===== config.mk =====
export PLATFORM = sky130hd
export DESIGN_NAME = xhtml_to_plaintext_filter_unit
export DESIGN_NICKNAME = d
export VERILOG_FILES = /design/src/design/xtp_pkg.sv /design/src/design/xtp_parser.sv /design/src/design/xhtml_to_plaintext_filter_unit.sv
export VERILOG_INCLUDE_DIRS = /design/src /design/src/design
export SDC_FILE = /design/constraint.sdc
export NUM_CORES = 1
export LEC_CHECK = 0
export BUFFER_PORTS_ARGS = -buffer_cell sky130_fd_sc_hd__buf_2
export CORE_ASPECT_RATIO = 1.1
export CORE_MARGIN = 1
export CORE_UTILIZATION = 50
export DETAILED_ROUTE_END_ITERATION = 10
export GPL_TIMING_DRIVEN = 1
export HOLD_SLACK_MARGIN = 0.02
export PLACE_DENSITY = 0.71
export SLEW_MARGIN = 20
export SYNTH_ARGS = -nofsm -noshare
export SYNTH_HDL_FRONTEND = slang
export SYNTH_SLANG_ARGS = --single-unit

===== constraint.sdc =====
create_clock -name clk -period 5.05 [get_ports clk]
set_input_delay 0.505 -clock clk [delete_from_list [all_inputs] [get_ports clk]]
set_output_delay 0.505 -clock clk [all_outputs]
set_load 0.05 [all_outputs]

===== src/design/assert_macros.svh =====
// Assertion macros shared by the filter RTL.
`ifndef ASSERT_MACROS_SVH
`define ASSERT_MACROS_SVH
`ifndef SYNTH
// Check a property on every clock edge outside reset.
`define XTP_ASSERT(lbl, prop, msg) \
  lbl: assert property (@(posedge clk) disable iff (!rst_n) (prop)) else $error(msg);
// Check that a condition holds in the cycle after a trigger.
`define XTP_ASSERT_NEXT(lbl, ante, cons, msg) \
  lbl: assert property (@(posedge clk) disable iff (!rst_n) (ante) |=> (cons)) else $error(msg);
`else
`define XTP_ASSERT(lbl, prop, msg)
`define XTP_ASSERT_NEXT(lbl, ante, cons, msg)
`endif
`endif


===== src/design/xtp_pkg.sv =====
// Shared types, character constants and match helpers for the XHTML text filter.
`default_nettype none
package xtp_pkg;

  // Tag name store depth and flattened name width
  localparam int NAME_DEPTH = 11;
  localparam int NAME_W     = 8 * NAME_DEPTH;
  // Leading entity bytes that take part in named matching
  localparam int ENT_NAME_CHARS = 6;

  // One result transaction
  typedef struct packed {
    logic [7:0]  text_byte;
    logic        byte_valid;
    logic [23:0] words;
    logic        end_of_text;
  } xtp_result_t;

  // Results caused by one input byte, in order
  typedef struct packed {
    logic [1:0]  count;
    xtp_result_t r0;
    xtp_result_t r1;
  } xtp_emit_t;

  // Characters
  localparam logic [7:0] CH_NUL   = 8'h00;
  localparam logic [7:0] CH_NL    = 8'h0A;
  localparam logic [7:0] CH_SPACE = " ";
  localparam logic [7:0] CH_LT    = "<";
  localparam logic [7:0] CH_GT    = ">";
  localparam logic [7:0] CH_AMP   = "&";
  localparam logic [7:0] CH_SEMI  = ";";
  localparam logic [7:0] CH_SLASH = "/";
  localparam logic [7:0] CH_HASH  = "#";
  localparam logic [7:0] CH_QUOT  = "\"";
  localparam logic [7:0] CH_APOS  = "'";
  localparam logic [7:0] CH_DASH  = "-";
  localparam logic [7:0] CH_DOT   = ".";
  localparam logic [7:0] CH_0     = "0";
  localparam logic [7:0] CH_9     = "9";
  localparam logic [7:0] CH_LA    = "a";
  localparam logic [7:0] CH_LF    = "f";
  localparam logic [7:0] CH_UA    = "A";
  localparam logic [7:0] CH_UF    = "F";
  localparam logic [7:0] CH_UZ    = "Z";
  localparam logic [7:0] CH_LX    = "x";
  localparam logic [7:0] CH_UX    = "X";
  localparam logic [7:0] CH_DEL   = 8'd127;

  // Tag names, right-justified
  localparam logic [NAME_W-1:0] NM_SCRIPT = NAME_W'("script");
  localparam logic [NAME_W-1:0] NM_STYLE  = NAME_W'("style");
  localparam logic [NAME_W-1:0] NM_BR     = NAME_W'("br");
  localparam logic [NAME_W-1:0] NM_P      = NAME_W'("/p");
  localparam logic [NAME_W-1:0] NM_DIV    = NAME_W'("/div");
  localparam logic [NAME_W-1:0] NM_H1     = NAME_W'("/h1");
  localparam logic [NAME_W-1:0] NM_H2     = NAME_W'("/h2");
  localparam logic [NAME_W-1:0] NM_H3     = NAME_W'("/h3");
  localparam logic [NAME_W-1:0] NM_H4     = NAME_W'("/h4");
  localparam logic [NAME_W-1:0] NM_H5     = NAME_W'("/h5");
  localparam logic [NAME_W-1:0] NM_H6     = NAME_W'("/h6");
  localparam logic [NAME_W-1:0] NM_LI     = NAME_W'("/li");
  localparam logic [NAME_W-1:0] NM_TR     = NAME_W'("/tr");
  localparam logic [NAME_W-1:0] NM_BQ     = NAME_W'("/blockquote");

  // Named entities, right-justified
  localparam logic [NAME_W-1:0] EN_AMP    = NAME_W'("amp");
  localparam logic [NAME_W-1:0] EN_LT     = NAME_W'("lt");
  localparam logic [NAME_W-1:0] EN_GT     = NAME_W'("gt");
  localparam logic [NAME_W-1:0] EN_NBSP   = NAME_W'("nbsp");
  localparam logic [NAME_W-1:0] EN_QUOT   = NAME_W'("quot");
  localparam logic [NAME_W-1:0] EN_APOS   = NAME_W'("apos");
  localparam logic [NAME_W-1:0] EN_MDASH  = NAME_W'("mdash");
  localparam logic [NAME_W-1:0] EN_NDASH  = NAME_W'("ndash");
  localparam logic [NAME_W-1:0] EN_LSQUO  = NAME_W'("lsquo");
  localparam logic [NAME_W-1:0] EN_RSQUO  = NAME_W'("rsquo");
  localparam logic [NAME_W-1:0] EN_LDQUO  = NAME_W'("ldquo");
  localparam logic [NAME_W-1:0] EN_RDQUO  = NAME_W'("rdquo");
  localparam logic [NAME_W-1:0] EN_HELLIP = NAME_W'("hellip");

  // Close patterns of skipped bodies, first byte at index 0
  localparam logic [2:0] SCRIPT_CLOSE_LEN = 3'd7;
  localparam logic [2:0] STYLE_CLOSE_LEN  = 3'd6;
  localparam logic [7:0] SCRIPT_PAT [7] = '{"/", "s", "c", "r", "i", "p", "t"};
  localparam logic [7:0] STYLE_PAT  [7] = '{"/", "s", "t", "y", "l", "e", 8'h00};

  // Numeric entity code points
  localparam logic [16:0] NUM_SAT   = 17'h1FFFF;
  localparam logic [16:0] CP_LSQUO  = 17'h02018;
  localparam logic [16:0] CP_RSQUO  = 17'h02019;
  localparam logic [16:0] CP_LDQUO  = 17'h0201C;
  localparam logic [16:0] CP_RDQUO  = 17'h0201D;
  localparam logic [16:0] CP_NDASH  = 17'h02013;
  localparam logic [16:0] CP_MDASH  = 17'h02014;
  localparam logic [16:0] CP_HELLIP = 17'h02026;
  localparam logic [16:0] CP_NBSP   = 17'h000A0;
  localparam logic [16:0] CP_PRINT_LO = 17'd32;
  localparam logic [16:0] CP_PRINT_HI = 17'd127;

  // Lower-case an ASCII letter
  function automatic logic [7:0] to_lower(input logic [7:0] c);
    logic [7:0] r;
    r = c;
    if (c inside {[CH_UA:CH_UZ]}) r = c + 8'd32;
    return r;
  endfunction

  // Exact match of a stored name (byte k at bits 8k) against a right-justified pattern
  function automatic logic name_match(input logic [NAME_W-1:0] flat, input int len,
                                      input logic [NAME_W-1:0] pat, input int n);
    logic ok;
    int   j;
    ok = (len == n);
    for (int k = 0; k < NAME_DEPTH; k++) begin
      if (k < n) begin
        j = n - 1 - k;
        if (flat[8*k +: 8] != pat[8*j +: 8]) ok = 1'b0;
      end
    end
    return ok;
  endfunction

endpackage
`default_nettype wire


===== src/design/xtp_parser.sv =====
// Parser state and per-byte decode: tags, skipped bodies, entities, spacing, word count.
`default_nettype none
`include "assert_macros.svh"
module xtp_parser
  import xtp_pkg::*;
#(
  parameter int ENTITY_MAX      = 15,
  parameter int WORD_COUNT_BITS = 24
) (
  input  wire logic       clk,
  input  wire logic       rst_n,
  input  wire logic       accept,
  input  wire logic [7:0] in_byte,
  input  wire logic       in_is_final,
  output xtp_emit_t       emit
);

  localparam int ENT_LEN_W = $clog2(ENTITY_MAX + 1);
  localparam int ENT_IDX_W = $clog2(ENTITY_MAX);

  // Parse modes
  localparam logic [2:0] MODE_NORMAL  = 3'd0;
  localparam logic [2:0] MODE_TAG     = 3'd1;
  localparam logic [2:0] MODE_SCRIPT  = 3'd2;
  localparam logic [2:0] MODE_STYLE   = 3'd3;
  localparam logic [2:0] MODE_ENTITY  = 3'd4;
  localparam logic [2:0] MODE_SKIP_GT = 3'd5;

  // Tag phases
  localparam logic [1:0] PH_LEAD = 2'd0;
  localparam logic [1:0] PH_NAME = 2'd1;
  localparam logic [1:0] PH_DONE = 2'd2;

  // Last emitted class
  localparam logic [1:0] LAST_TEXT  = 2'd0;
  localparam logic [1:0] LAST_SPACE = 2'd1;
  localparam logic [1:0] LAST_NL    = 2'd2;

  logic [2:0]                 mode_r, mode_nxt;
  logic [1:0]                 phase_r, phase_nxt;
  logic [7:0]                 tag_chars_r [NAME_DEPTH];
  logic [3:0]                 tag_len_r, tag_len_nxt;
  logic                       too_long_r, too_long_nxt;
  logic [2:0]                 cpos_r, cpos_nxt;
  logic [7:0]                 ent_chars_r [ENTITY_MAX];
  logic [ENT_LEN_W-1:0]       ent_len_r, ent_len_nxt;
  logic [16:0]                num_r, num_nxt;
  logic                       num_done_r, num_done_nxt;
  logic [1:0]                 last_r, last_nxt;
  logic                       in_word_r, in_word_nxt;
  logic [WORD_COUNT_BITS-1:0] wt_r, wt_nxt;

  logic              tag_we, ent_we;
  logic [7:0]        c_lo;
  logic [NAME_W-1:0] tag_flat, ent_flat;
  logic              is_script, is_style, is_break;
  logic [7:0]        dec;
  logic              hex, is_x, dig_ok;
  logic [3:0]        dig_val;
  logic [7:0]        dig_tmp;
  logic [21:0]       num_prod, num_sum;
  logic [7:0]        close_ch;
  logic [2:0]        close_len;
  logic [2:0]        close_idx;
  logic              do_word, do_space, do_nl;
  logic              p_v, t_v;
  logic [7:0]        p_b, t_b, wbyte;
  logic [31:0]       wt_ext;
  xtp_result_t       r_p, r_t;

  assign c_lo = to_lower(in_byte);

  // Flatten the name stores for matching
  always_comb begin
    tag_flat = '0;
    ent_flat = '0;
    for (int k = 0; k < NAME_DEPTH; k++) tag_flat[8*k +: 8] = tag_chars_r[k];
    for (int k = 0; k < ENT_NAME_CHARS; k++) ent_flat[8*k +: 8] = ent_chars_r[k];
  end

  // Classify the held tag name
  always_comb begin
    is_script = !too_long_r && name_match(tag_flat, int'(tag_len_r), NM_SCRIPT, 6);
    is_style  = !too_long_r && name_match(tag_flat, int'(tag_len_r), NM_STYLE, 5);
    is_break  = !too_long_r && (
                name_match(tag_flat, int'(tag_len_r), NM_BR, 2)  ||
                name_match(tag_flat, int'(tag_len_r), NM_P, 2)   ||
                name_match(tag_flat, int'(tag_len_r), NM_DIV, 4) ||
                name_match(tag_flat, int'(tag_len_r), NM_H1, 3)  ||
                name_match(tag_flat, int'(tag_len_r), NM_H2, 3)  ||
                name_match(tag_flat, int'(tag_len_r), NM_H3, 3)  ||
                name_match(tag_flat, int'(tag_len_r), NM_H4, 3)  ||
                name_match(tag_flat, int'(tag_len_r), NM_H5, 3)  ||
                name_match(tag_flat, int'(tag_len_r), NM_H6, 3)  ||
                name_match(tag_flat, int'(tag_len_r), NM_LI, 3)  ||
                name_match(tag_flat, int'(tag_len_r), NM_TR, 3)  ||
                name_match(tag_flat, int'(tag_len_r), NM_BQ, 11));
  end

  // Decode the held entity to one byte, zero for nothing
  always_comb begin
    dec = CH_NUL;
    if (ent_len_r != '0 && ent_chars_r[0] == CH_HASH) begin
      if (num_r >= CP_PRINT_LO && num_r < CP_PRINT_HI) dec = num_r[7:0];
      else if (num_r == CP_LSQUO || num_r == CP_RSQUO) dec = CH_APOS;
      else if (num_r == CP_LDQUO || num_r == CP_RDQUO) dec = CH_QUOT;
      else if (num_r == CP_NDASH || num_r == CP_MDASH) dec = CH_DASH;
      else if (num_r == CP_HELLIP) dec = CH_DOT;
      else if (num_r == CP_NBSP) dec = CH_SPACE;
    end
    if (name_match(ent_flat, int'(ent_len_r), EN_AMP, 3))    dec = CH_AMP;
    if (name_match(ent_flat, int'(ent_len_r), EN_LT, 2))     dec = CH_LT;
    if (name_match(ent_flat, int'(ent_len_r), EN_GT, 2))     dec = CH_GT;
    if (name_match(ent_flat, int'(ent_len_r), EN_NBSP, 4))   dec = CH_SPACE;
    if (name_match(ent_flat, int'(ent_len_r), EN_QUOT, 4))   dec = CH_QUOT;
    if (name_match(ent_flat, int'(ent_len_r), EN_APOS, 4))   dec = CH_APOS;
    if (name_match(ent_flat, int'(ent_len_r), EN_MDASH, 5))  dec = CH_DASH;
    if (name_match(ent_flat, int'(ent_len_r), EN_NDASH, 5))  dec = CH_DASH;
    if (name_match(ent_flat, int'(ent_len_r), EN_LSQUO, 5))  dec = CH_APOS;
    if (name_match(ent_flat, int'(ent_len_r), EN_RSQUO, 5))  dec = CH_APOS;
    if (name_match(ent_flat, int'(ent_len_r), EN_LDQUO, 5))  dec = CH_QUOT;
    if (name_match(ent_flat, int'(ent_len_r), EN_RDQUO, 5))  dec = CH_QUOT;
    if (name_match(ent_flat, int'(ent_len_r), EN_HELLIP, 6)) dec = CH_DOT;
  end

  // Digit value of the incoming byte and the next numeric value
  always_comb begin
    is_x    = (in_byte == CH_LX) || (in_byte == CH_UX);
    hex     = (ent_len_r >= ENT_LEN_W'(2)) &&
              (ent_chars_r[1] == CH_LX || ent_chars_r[1] == CH_UX);
    dig_ok  = 1'b0;
    dig_tmp = 8'd0;
    if (in_byte inside {[CH_0:CH_9]}) begin
      dig_ok  = 1'b1;
      dig_tmp = in_byte - CH_0;
    end else if (hex && (in_byte inside {[CH_LA:CH_LF]})) begin
      dig_ok  = 1'b1;
      dig_tmp = in_byte - CH_LA + 8'd10;
    end else if (hex && (in_byte inside {[CH_UA:CH_UF]})) begin
      dig_ok  = 1'b1;
      dig_tmp = in_byte - CH_UA + 8'd10;
    end
    dig_val  = dig_tmp[3:0];
    num_prod = hex ? 22'({num_r, 4'b0}) : (22'({num_r, 3'b0}) + 22'({num_r, 1'b0}));
    num_sum  = num_prod + 22'(dig_val);
  end

  // Expected byte of the close pattern at the current match position
  always_comb begin
    close_len = (mode_r == MODE_STYLE) ? STYLE_CLOSE_LEN : SCRIPT_CLOSE_LEN;
    close_idx = cpos_r - 3'd1;
    close_ch  = (mode_r == MODE_STYLE) ? STYLE_PAT[close_idx] : SCRIPT_PAT[close_idx];
  end

  // Next state and results for the incoming byte
  always_comb begin
    mode_nxt     = mode_r;
    phase_nxt    = phase_r;
    tag_len_nxt  = tag_len_r;
    too_long_nxt = too_long_r;
    cpos_nxt     = cpos_r;
    ent_len_nxt  = ent_len_r;
    num_nxt      = num_r;
    num_done_nxt = num_done_r;
    last_nxt     = last_r;
    in_word_nxt  = in_word_r;
    wt_nxt       = wt_r;
    tag_we       = 1'b0;
    ent_we       = 1'b0;
    do_word      = 1'b0;
    do_space     = 1'b0;
    do_nl        = 1'b0;
    wbyte        = in_byte;

    case (mode_r)
      MODE_TAG: begin
        if (in_byte == CH_GT) begin
          cpos_nxt = 3'd0;
          if (is_script) mode_nxt = MODE_SCRIPT;
          else if (is_style) mode_nxt = MODE_STYLE;
          else begin
            do_nl    = is_break;
            do_space = !is_break;
            mode_nxt = MODE_NORMAL;
          end
        end else begin
          case (phase_r)
            PH_LEAD: begin
              if (in_byte == CH_NUL) phase_nxt = PH_DONE;
              else if (in_byte > CH_SPACE) begin
                phase_nxt = PH_NAME;
                if (tag_len_r < 4'(NAME_DEPTH)) begin
                  tag_we      = 1'b1;
                  tag_len_nxt = tag_len_r + 4'd1;
                end else too_long_nxt = 1'b1;
              end
            end
            PH_NAME: begin
              if (in_byte <= CH_SPACE || in_byte == CH_SLASH) phase_nxt = PH_DONE;
              else if (tag_len_r < 4'(NAME_DEPTH)) begin
                tag_we      = 1'b1;
                tag_len_nxt = tag_len_r + 4'd1;
              end else too_long_nxt = 1'b1;
            end
            default: ;
          endcase
        end
      end
      MODE_SCRIPT, MODE_STYLE: begin
        if (cpos_r == 3'd0) begin
          if (in_byte == CH_LT) cpos_nxt = 3'd1;
        end else if (c_lo == close_ch) begin
          if (cpos_r == close_len) begin
            cpos_nxt = 3'd0;
            mode_nxt = MODE_SKIP_GT;
          end else cpos_nxt = cpos_r + 3'd1;
        end else begin
          cpos_nxt = (in_byte == CH_LT) ? 3'd1 : 3'd0;
        end
      end
      MODE_SKIP_GT: begin
        if (in_byte == CH_GT) mode_nxt = MODE_NORMAL;
      end
      MODE_ENTITY: begin
        if (in_byte == CH_SEMI) begin
          if (dec == CH_SPACE) do_space = 1'b1;
          else if (dec != CH_NUL) begin
            do_word = 1'b1;
            wbyte   = dec;
          end
          mode_nxt = MODE_NORMAL;
        end else if (ent_len_r < ENT_LEN_W'(ENTITY_MAX)) begin
          ent_we      = 1'b1;
          ent_len_nxt = ent_len_r + ENT_LEN_W'(1);
          // accumulate digits of a numeric entity
          if (ent_len_r != '0 && ent_chars_r[0] == CH_HASH &&
              !(ent_len_r == ENT_LEN_W'(1) && is_x) && !num_done_r) begin
            if (!dig_ok) num_done_nxt = 1'b1;
            else num_nxt = (num_sum > 22'(NUM_SAT)) ? NUM_SAT : num_sum[16:0];
          end
        end else begin
          mode_nxt = MODE_NORMAL;
        end
      end
      default: begin
        if (in_byte == CH_LT) begin
          mode_nxt     = MODE_TAG;
          phase_nxt    = PH_LEAD;
          tag_len_nxt  = 4'd0;
          too_long_nxt = 1'b0;
        end else if (in_byte == CH_AMP) begin
          mode_nxt     = MODE_ENTITY;
          ent_len_nxt  = '0;
          num_nxt      = 17'd0;
          num_done_nxt = 1'b0;
        end else if (in_byte <= CH_SPACE) begin
          mode_nxt = MODE_NORMAL;
          do_space = 1'b1;
        end else begin
          mode_nxt = MODE_NORMAL;
          do_word  = 1'b1;
        end
      end
    endcase

    // Apply spacing rules and count words
    p_v = 1'b0;
    p_b = CH_NUL;
    if (do_word) begin
      if (!in_word_r) begin
        if (wt_r != '1) wt_nxt = wt_r + WORD_COUNT_BITS'(1);
        in_word_nxt = 1'b1;
      end
      last_nxt = LAST_TEXT;
      p_v      = 1'b1;
      p_b      = wbyte;
    end
    if (do_space && last_r == LAST_TEXT) begin
      last_nxt    = LAST_SPACE;
      in_word_nxt = 1'b0;
      p_v         = 1'b1;
      p_b         = CH_SPACE;
    end
    if (do_nl && last_r != LAST_NL) begin
      last_nxt    = LAST_NL;
      in_word_nxt = 1'b0;
      p_v         = 1'b1;
      p_b         = CH_NL;
    end

    // Terminator of the final byte
    t_v    = (last_nxt != LAST_NL);
    t_b    = t_v ? CH_NL : CH_NUL;
    wt_ext = 32'(wt_nxt);
    r_p    = '{text_byte: p_b, byte_valid: 1'b1, words: wt_ext[23:0], end_of_text: 1'b0};
    r_t    = '{text_byte: t_b, byte_valid: t_v, words: wt_ext[23:0], end_of_text: 1'b1};
    if (p_v) begin
      emit.r0    = r_p;
      emit.r1    = r_t;
      emit.count = in_is_final ? 2'd2 : 2'd1;
    end else begin
      emit.r0    = r_t;
      emit.r1    = r_t;
      emit.count = in_is_final ? 2'd1 : 2'd0;
    end

    // Return to reset state after the final byte
    if (in_is_final) begin
      mode_nxt     = MODE_NORMAL;
      phase_nxt    = PH_LEAD;
      tag_len_nxt  = 4'd0;
      too_long_nxt = 1'b0;
      cpos_nxt     = 3'd0;
      ent_len_nxt  = '0;
      num_nxt      = 17'd0;
      num_done_nxt = 1'b0;
      last_nxt     = LAST_TEXT;
      in_word_nxt  = 1'b0;
      wt_nxt       = '0;
    end
  end

  // Control state
  always_ff @(posedge clk) begin
    if (!rst_n) begin
      mode_r     <= MODE_NORMAL;
      phase_r    <= PH_LEAD;
      tag_len_r  <= 4'd0;
      too_long_r <= 1'b0;
      cpos_r     <= 3'd0;
      ent_len_r  <= '0;
      num_r      <= 17'd0;
      num_done_r <= 1'b0;
      last_r     <= LAST_TEXT;
      in_word_r  <= 1'b0;
      wt_r       <= '0;
    end else if (accept) begin
      mode_r     <= mode_nxt;
      phase_r    <= phase_nxt;
      tag_len_r  <= tag_len_nxt;
      too_long_r <= too_long_nxt;
      cpos_r     <= cpos_nxt;
      ent_len_r  <= ent_len_nxt;
      num_r      <= num_nxt;
      num_done_r <= num_done_nxt;
      last_r     <= last_nxt;
      in_word_r  <= in_word_nxt;
      wt_r       <= wt_nxt;
    end
  end

  // Name and entity byte stores, written at the current length
  always_ff @(posedge clk) begin
    if (accept && tag_we) tag_chars_r[tag_len_r] <= c_lo;
    if (accept && ent_we) ent_chars_r[ent_len_r[ENT_IDX_W-1:0]] <= in_byte;
  end

  `XTP_ASSERT(a_close_pos_in_skip, cpos_r != 3'd0 |-> (mode_r == MODE_SCRIPT || mode_r == MODE_STYLE), "close match position set outside a skipped body")
  `XTP_ASSERT_NEXT(a_final_clears, accept && in_is_final, mode_r == MODE_NORMAL && wt_r == '0 && last_r == LAST_TEXT, "state not cleared after final byte")

endmodule
`default_nettype wire


===== src/design/xhtml_to_plaintext_filter_unit.sv =====
// Top level of the XHTML to plain-text filter: parser plus output queue.
//
// Usage:
//   Input channel in_valid/in_stall carries one raw XHTML byte (in_byte) and
//   in_is_final, which marks the last byte of a chapter. The output channel
//   out_valid/out_stall carries one text byte per transaction with
//   out_byte_valid, the running word count and out_end_of_text.
//   A byte is decoded in the cycle it is accepted; its results sit in the
//   output queue from the next cycle on. Throughput is one input byte per
//   cycle while in_stall is low. A byte causes up to two results (a final
//   byte adds a terminator); the queue holds three and in_stall rises
//   while more than one result waits, so a byte with two results stalls
//   input even when the receiver takes one result per cycle.
//   When the receiver stalls, the head result holds and the queue absorbs
//   the bytes already accepted; input then stalls.
//   Reset (synchronous, active low) empties the queue and returns the parser
//   to plain-text mode with a zero word count. The final byte of a chapter
//   also returns the parser to that state.
`default_nettype none
`include "assert_macros.svh"
module xhtml_to_plaintext_filter_unit
  import xtp_pkg::*;
#(
  parameter int ENTITY_MAX      = 15,
  parameter int WORD_COUNT_BITS = 24
) (
  input  wire logic        clk,
  input  wire logic        rst_n,
  input  wire logic        in_valid,
  output logic             in_stall,
  input  wire logic [7:0]  in_byte,
  input  wire logic        in_is_final,
  output logic             out_valid,
  input  wire logic        out_stall,
  output logic [7:0]       out_text_byte,
  output logic             out_byte_valid,
  output logic [23:0]      out_words_so_far,
  output logic             out_end_of_text
);

  localparam int QDEPTH = 3;

  xtp_emit_t   emit;
  xtp_result_t q_r [QDEPTH];
  xtp_result_t q_nxt [QDEPTH];
  logic [1:0]  cnt_r, cnt_nxt, cnt_tmp, push_n;
  logic        accept, pop;

  // Accept while room for a worst-case pair of results
  assign in_stall = (cnt_r > 2'd1);
  assign accept   = in_valid && !in_stall;
  assign pop      = (cnt_r != 2'd0) && !out_stall;
  assign push_n   = accept ? emit.count : 2'd0;

  xtp_parser #(
    .ENTITY_MAX      (ENTITY_MAX),
    .WORD_COUNT_BITS (WORD_COUNT_BITS)
  ) u_parser (
    .clk         (clk),
    .rst_n       (rst_n),
    .accept      (accept),
    .in_byte     (in_byte),
    .in_is_final (in_is_final),
    .emit        (emit)
  );

  // Advance the queue on a pop, then append this cycle's results
  always_comb begin
    for (int i = 0; i < QDEPTH; i++) q_nxt[i] = q_r[i];
    cnt_tmp = cnt_r;
    if (pop) begin
      for (int i = 0; i < QDEPTH - 1; i++) q_nxt[i] = q_r[i+1];
      cnt_tmp = cnt_r - 2'd1;
    end
    for (int i = 0; i < QDEPTH; i++) begin
      if (push_n != 2'd0 && 2'(i) == cnt_tmp) q_nxt[i] = emit.r0;
      if (push_n == 2'd2 && 2'(i) == cnt_tmp + 2'd1) q_nxt[i] = emit.r1;
    end
    cnt_nxt = cnt_tmp + push_n;
  end

  // Queue fill level
  always_ff @(posedge clk) begin
    if (!rst_n) begin
      cnt_r <= 2'd0;
    end else begin
      cnt_r <= cnt_nxt;
    end
  end

  // Queue entries
  always_ff @(posedge clk) begin
    for (int i = 0; i < QDEPTH; i++) q_r[i] <= q_nxt[i];
  end

  assign out_valid        = (cnt_r != 2'd0);
  assign out_text_byte    = q_r[0].text_byte;
  assign out_byte_valid   = q_r[0].byte_valid;
  assign out_words_so_far = q_r[0].words;
  assign out_end_of_text  = q_r[0].end_of_text;

  `XTP_ASSERT(a_queue_no_overflow, (3'(cnt_r) + 3'(push_n) - 3'(pop)) <= 3'(QDEPTH), "output queue overflow")
  `XTP_ASSERT(a_pair_order, (accept && emit.count == 2'd2) |-> (emit.r1.end_of_text && !emit.r0.end_of_text), "terminator not last in result pair")

endmodule
`default_nettype wire


==> summary.txt <==
Run status
  • Status: complete, no violations

Route
  • Vias per std cell: 6.26
  • Routed Wire Length: 42,400 µm
  • DRC Markers: 0
  • Final ANT Viol Nets: 0
  • Vias: 13.4k
  • DR iter-0 viols: 1,254
  • First-pass detailed-route iteration total: 6
  • Avg WL per Cell: 19.8 µm

Global routing
  • Initial antenna violation count: 0
  • Vias in the first global route: 12.6k
  • Gr usage total: 0.242
  • Total grt overflow: 0
  • First-pass GRT wire length: 67,400 µm
  • Pin count of the biggest net entering global routing: 54

CTS
  • Clk Latency, worst-skew pair: 580 ps
  • Max Root-Sink Buffers: 3
  • CTS tree: done
  • CTS Sinks: 302
  • TritonCTS buffer count: 31
  • Clock slew at reported path FFs: 60 ps
  • Clock tree root buffer cell: clkbuf_16
  • CTS HTree Levels: 1

Synth
  • Mapped Cells: 1,649
  • Sequential share of the synthesized area: 0.488
  • Number of synthesized flops with an enable pin: 217
  • Area of the mapped netlist: 16,800 µm²
  • Asr flop ratio synth: 0
  • Syn Area/Cell: 10.2 µm²
  • Top-area cell type share of the netlist area: 0.387
  • Largest cells by area after synthesis: edfxtp_1 (39%), dfxtp_1 (10%), nor2_1 (3.7%)
  • Top cells by count, synth: edfxtp_1 (217), nor2_1 (164), nand2_1 (111)
  • Yosys cell types: 101
  • Most instantiated library cell after synthesis: edfxtp_1
  • Top_reg_cell synth: edfxtp_1
  • Synth warnings: 0
  • Net Count, Synth: 1,708
  • Synth Register Bits: 302
  • Largest area contributor in the netlist: edfxtp_1

Worst hold path
  • Tightest Hold Check Type: in -> reg
  • Hold Crit Depth: 4
  • Worst hold start: out_stall
  • Hold Crit Endpoint: q_r[0][34]

Power and ir drop
  • Leak: 6.63 nW
  • Peak VDD IR: 0.264 mV
  • Pwr/cell area: 394 nW/µm²

Worst setup path
  • Startpoint Class: flip-flop
  • R2R Setup Slk: 100 ps
  • Crit Path Max Fanout: 8
  • Crit end category: flip-flop
  • Critical R2R Capture: u_parser.num_r[13]
  • WP data arrival: 5400 ps
  • RR Startpoint: u_parser.ent_chars_r[1][1]
  • Crit path kind: reg -> reg
  • Critical Path RT: 5500 ps
  • R2R depth: 18

Floorplan
  • Die Span Y: 194 µm
  • Die area: 34,400 µm²
  • Core footprint: 33,200 µm²
  • Die Wd: 177 µm
  • Initial Util: 0.507
  • Io pins: 49
  • FP Rows: 70

Final layout
  • Layout cell share with drive strength beyond 1: 0.131
  • Final cell count without fillers: 2,147
  • Diode count: 0
  • Synthesis-to-layout area growth: 11.8%
  • Fin nets: 1,750

Timing
  • Fin. max-slew vios: 0
  • Final setup violation count: 0
  • Fin crit share: 0.981
  • Rel. slew slack: 0.265
  • Fmax: 202 MHz
  • Final setup margin: 95.7 ps
  • Fin Setup TNS: 0 ps
  • Setup Skew: 16.9 ps
  • Final Hold Viols: 0
  • Least-Margin Pin Slew: 1090 ps
  • Shortest period the worst path allows: 4950 ps

Placement
  • Pre-CTS setup slack: -25.2 ps
  • Inst Count DP: 2,080
  • DPL Wire Length: 29,800 µm
  • RePlAce Congestion: 0.962
  • PortBufs: 48

Run
  • Maxcap violations: 0
==> per-stage QoR <==
stage | hold slack (ps) | total power (W) | utilization | instance area [µm²]
2_1_floorplan | 425 | 0.00477 | - | 16800
3_5_place_dp | 448 | 0.00511 | 0.530 | 17600
3_3_place_gp | 434 | 0.00505 | 0.530 | 17600
4_1_cts | 332 | 0.00743 | 0.561 | 18600
6_report | 360 | 0.00742 | 0.567 | 18800
5_1_grt | 369 | 0.00774 | 0.567 | 18800
==> critical path: stages (launching register included) <==
cell	delay, ps
edfxtp_1	440
or4b_4	610
or3_4	400
or3_4	390
o22a_2	270
o21ai_1	150
nand2_1	80
o21ai_2	90
inv_1	90
fa_2	400
inv_1	60
a21o_1	170
nand3_4	110
a211oi_4	250
nand4_2	150
or4_4	540
a32oi_4	320
clkbuf_16	230
a31oi_1	80
==> logic make-up after synthesis <==
family          count (synthesis)  synth area share
buf+inv                       148            0.0420
xor+xnor                       57            0.0297
compound gates                396             0.164
mux                            33            0.0202
fa+ha+maj                      46            0.0351
flops                         302             0.488
simple gates                  667             0.221
==> cell usage in the layout (no fill, tap or decap), drive strengths merged, types with 19 or more instances in the layout <==
cell type  count
xnor2         36
xor2          21
nor3          46
nor2         165
nor2b         32
edfxtp       217
or3           21
nand4         39
nand3         46
clkbuf        40
ha            44
nand2        111
o22ai         19
a31oi         33
dfxtp         85
o21ai         75
buf          109
a21oi         99
inv           46
and2          31
mux2i         25
and3          25
==> metal layers <==
layer	vias to the layer above	routed length [µm]	global-route usage
met4	0	1020	0.0699
met3	84	2610	0.0272
li1	6366	-	-
met5	-	0	0
met2	452	20200	0.399
met1	6539	18600	0.335
==> area by class of cell <==
| class | count | area, µm² |
|---|---|---|
| clock buffer | 37 | 808 |
| clock inverter | 20 | 228 |
| tap | 432 | 541 |
| timing repair buffer | 112 | 848 |
| fill | 2853 | 14400 |
| inverter | 45 | 169 |
| sequential | 302 | 8220 |
| multi-input combinational | 1199 | 8010 |
==> where the power goes <==
group          switching [W]  internal [W]  total (W)
registers           0.000107       0.00313    0.00324
clock network       0.000975       0.00135    0.00233
logic                0.00131      0.000538    0.00185
==> sequential cells by signal, summed over array words and instances (netlist names) <==
name	flops
q_r	102
u_parser.tag_chars_r	88
u_parser.ent_chars_r	48
u_parser.wt_r	24
u_parser.num_r	17
u_parser.ent_len_r	4
u_parser.tag_len_r	4
u_parser.cpos_r	3
u_parser.mode_r	3
cnt_r	2
u_parser.last_r	2
u_parser.phase_r	2
u_parser.in_word_r	1
u_parser.num_done_r	1
u_parser.too_long_r	1
==> worst max-delay path by stage <==
stage	start	endpoint	slack (ps)	cells past startpoint
floorplan	u_parser.ent_len_r[1]	q_r[0][35]	30	15
global route	u_parser.ent_chars_r[1][1]	u_parser.num_r[11]	-40	18
global placement	u_parser.ent_chars_r[1][7]	u_parser.num_r[2]	90	18
finish	u_parser.ent_chars_r[1][1]	u_parser.num_r[13]	100	18
CTS	u_parser.ent_chars_r[1][7]	u_parser.num_r[2]	10	18
detailed placement	u_parser.ent_chars_r[1][7]	u_parser.num_r[2]	-30	18
==> what timing repair did <==
action,CTS,global route
setup buffers,1,6
hold endpoints to repair,0,0
pin swaps,1,6
endpoints found under the setup margin,1,182
resized for setup,0,16
cloned,0,3
hold buffers,0,0
Power figures use the tool's default switching activity.
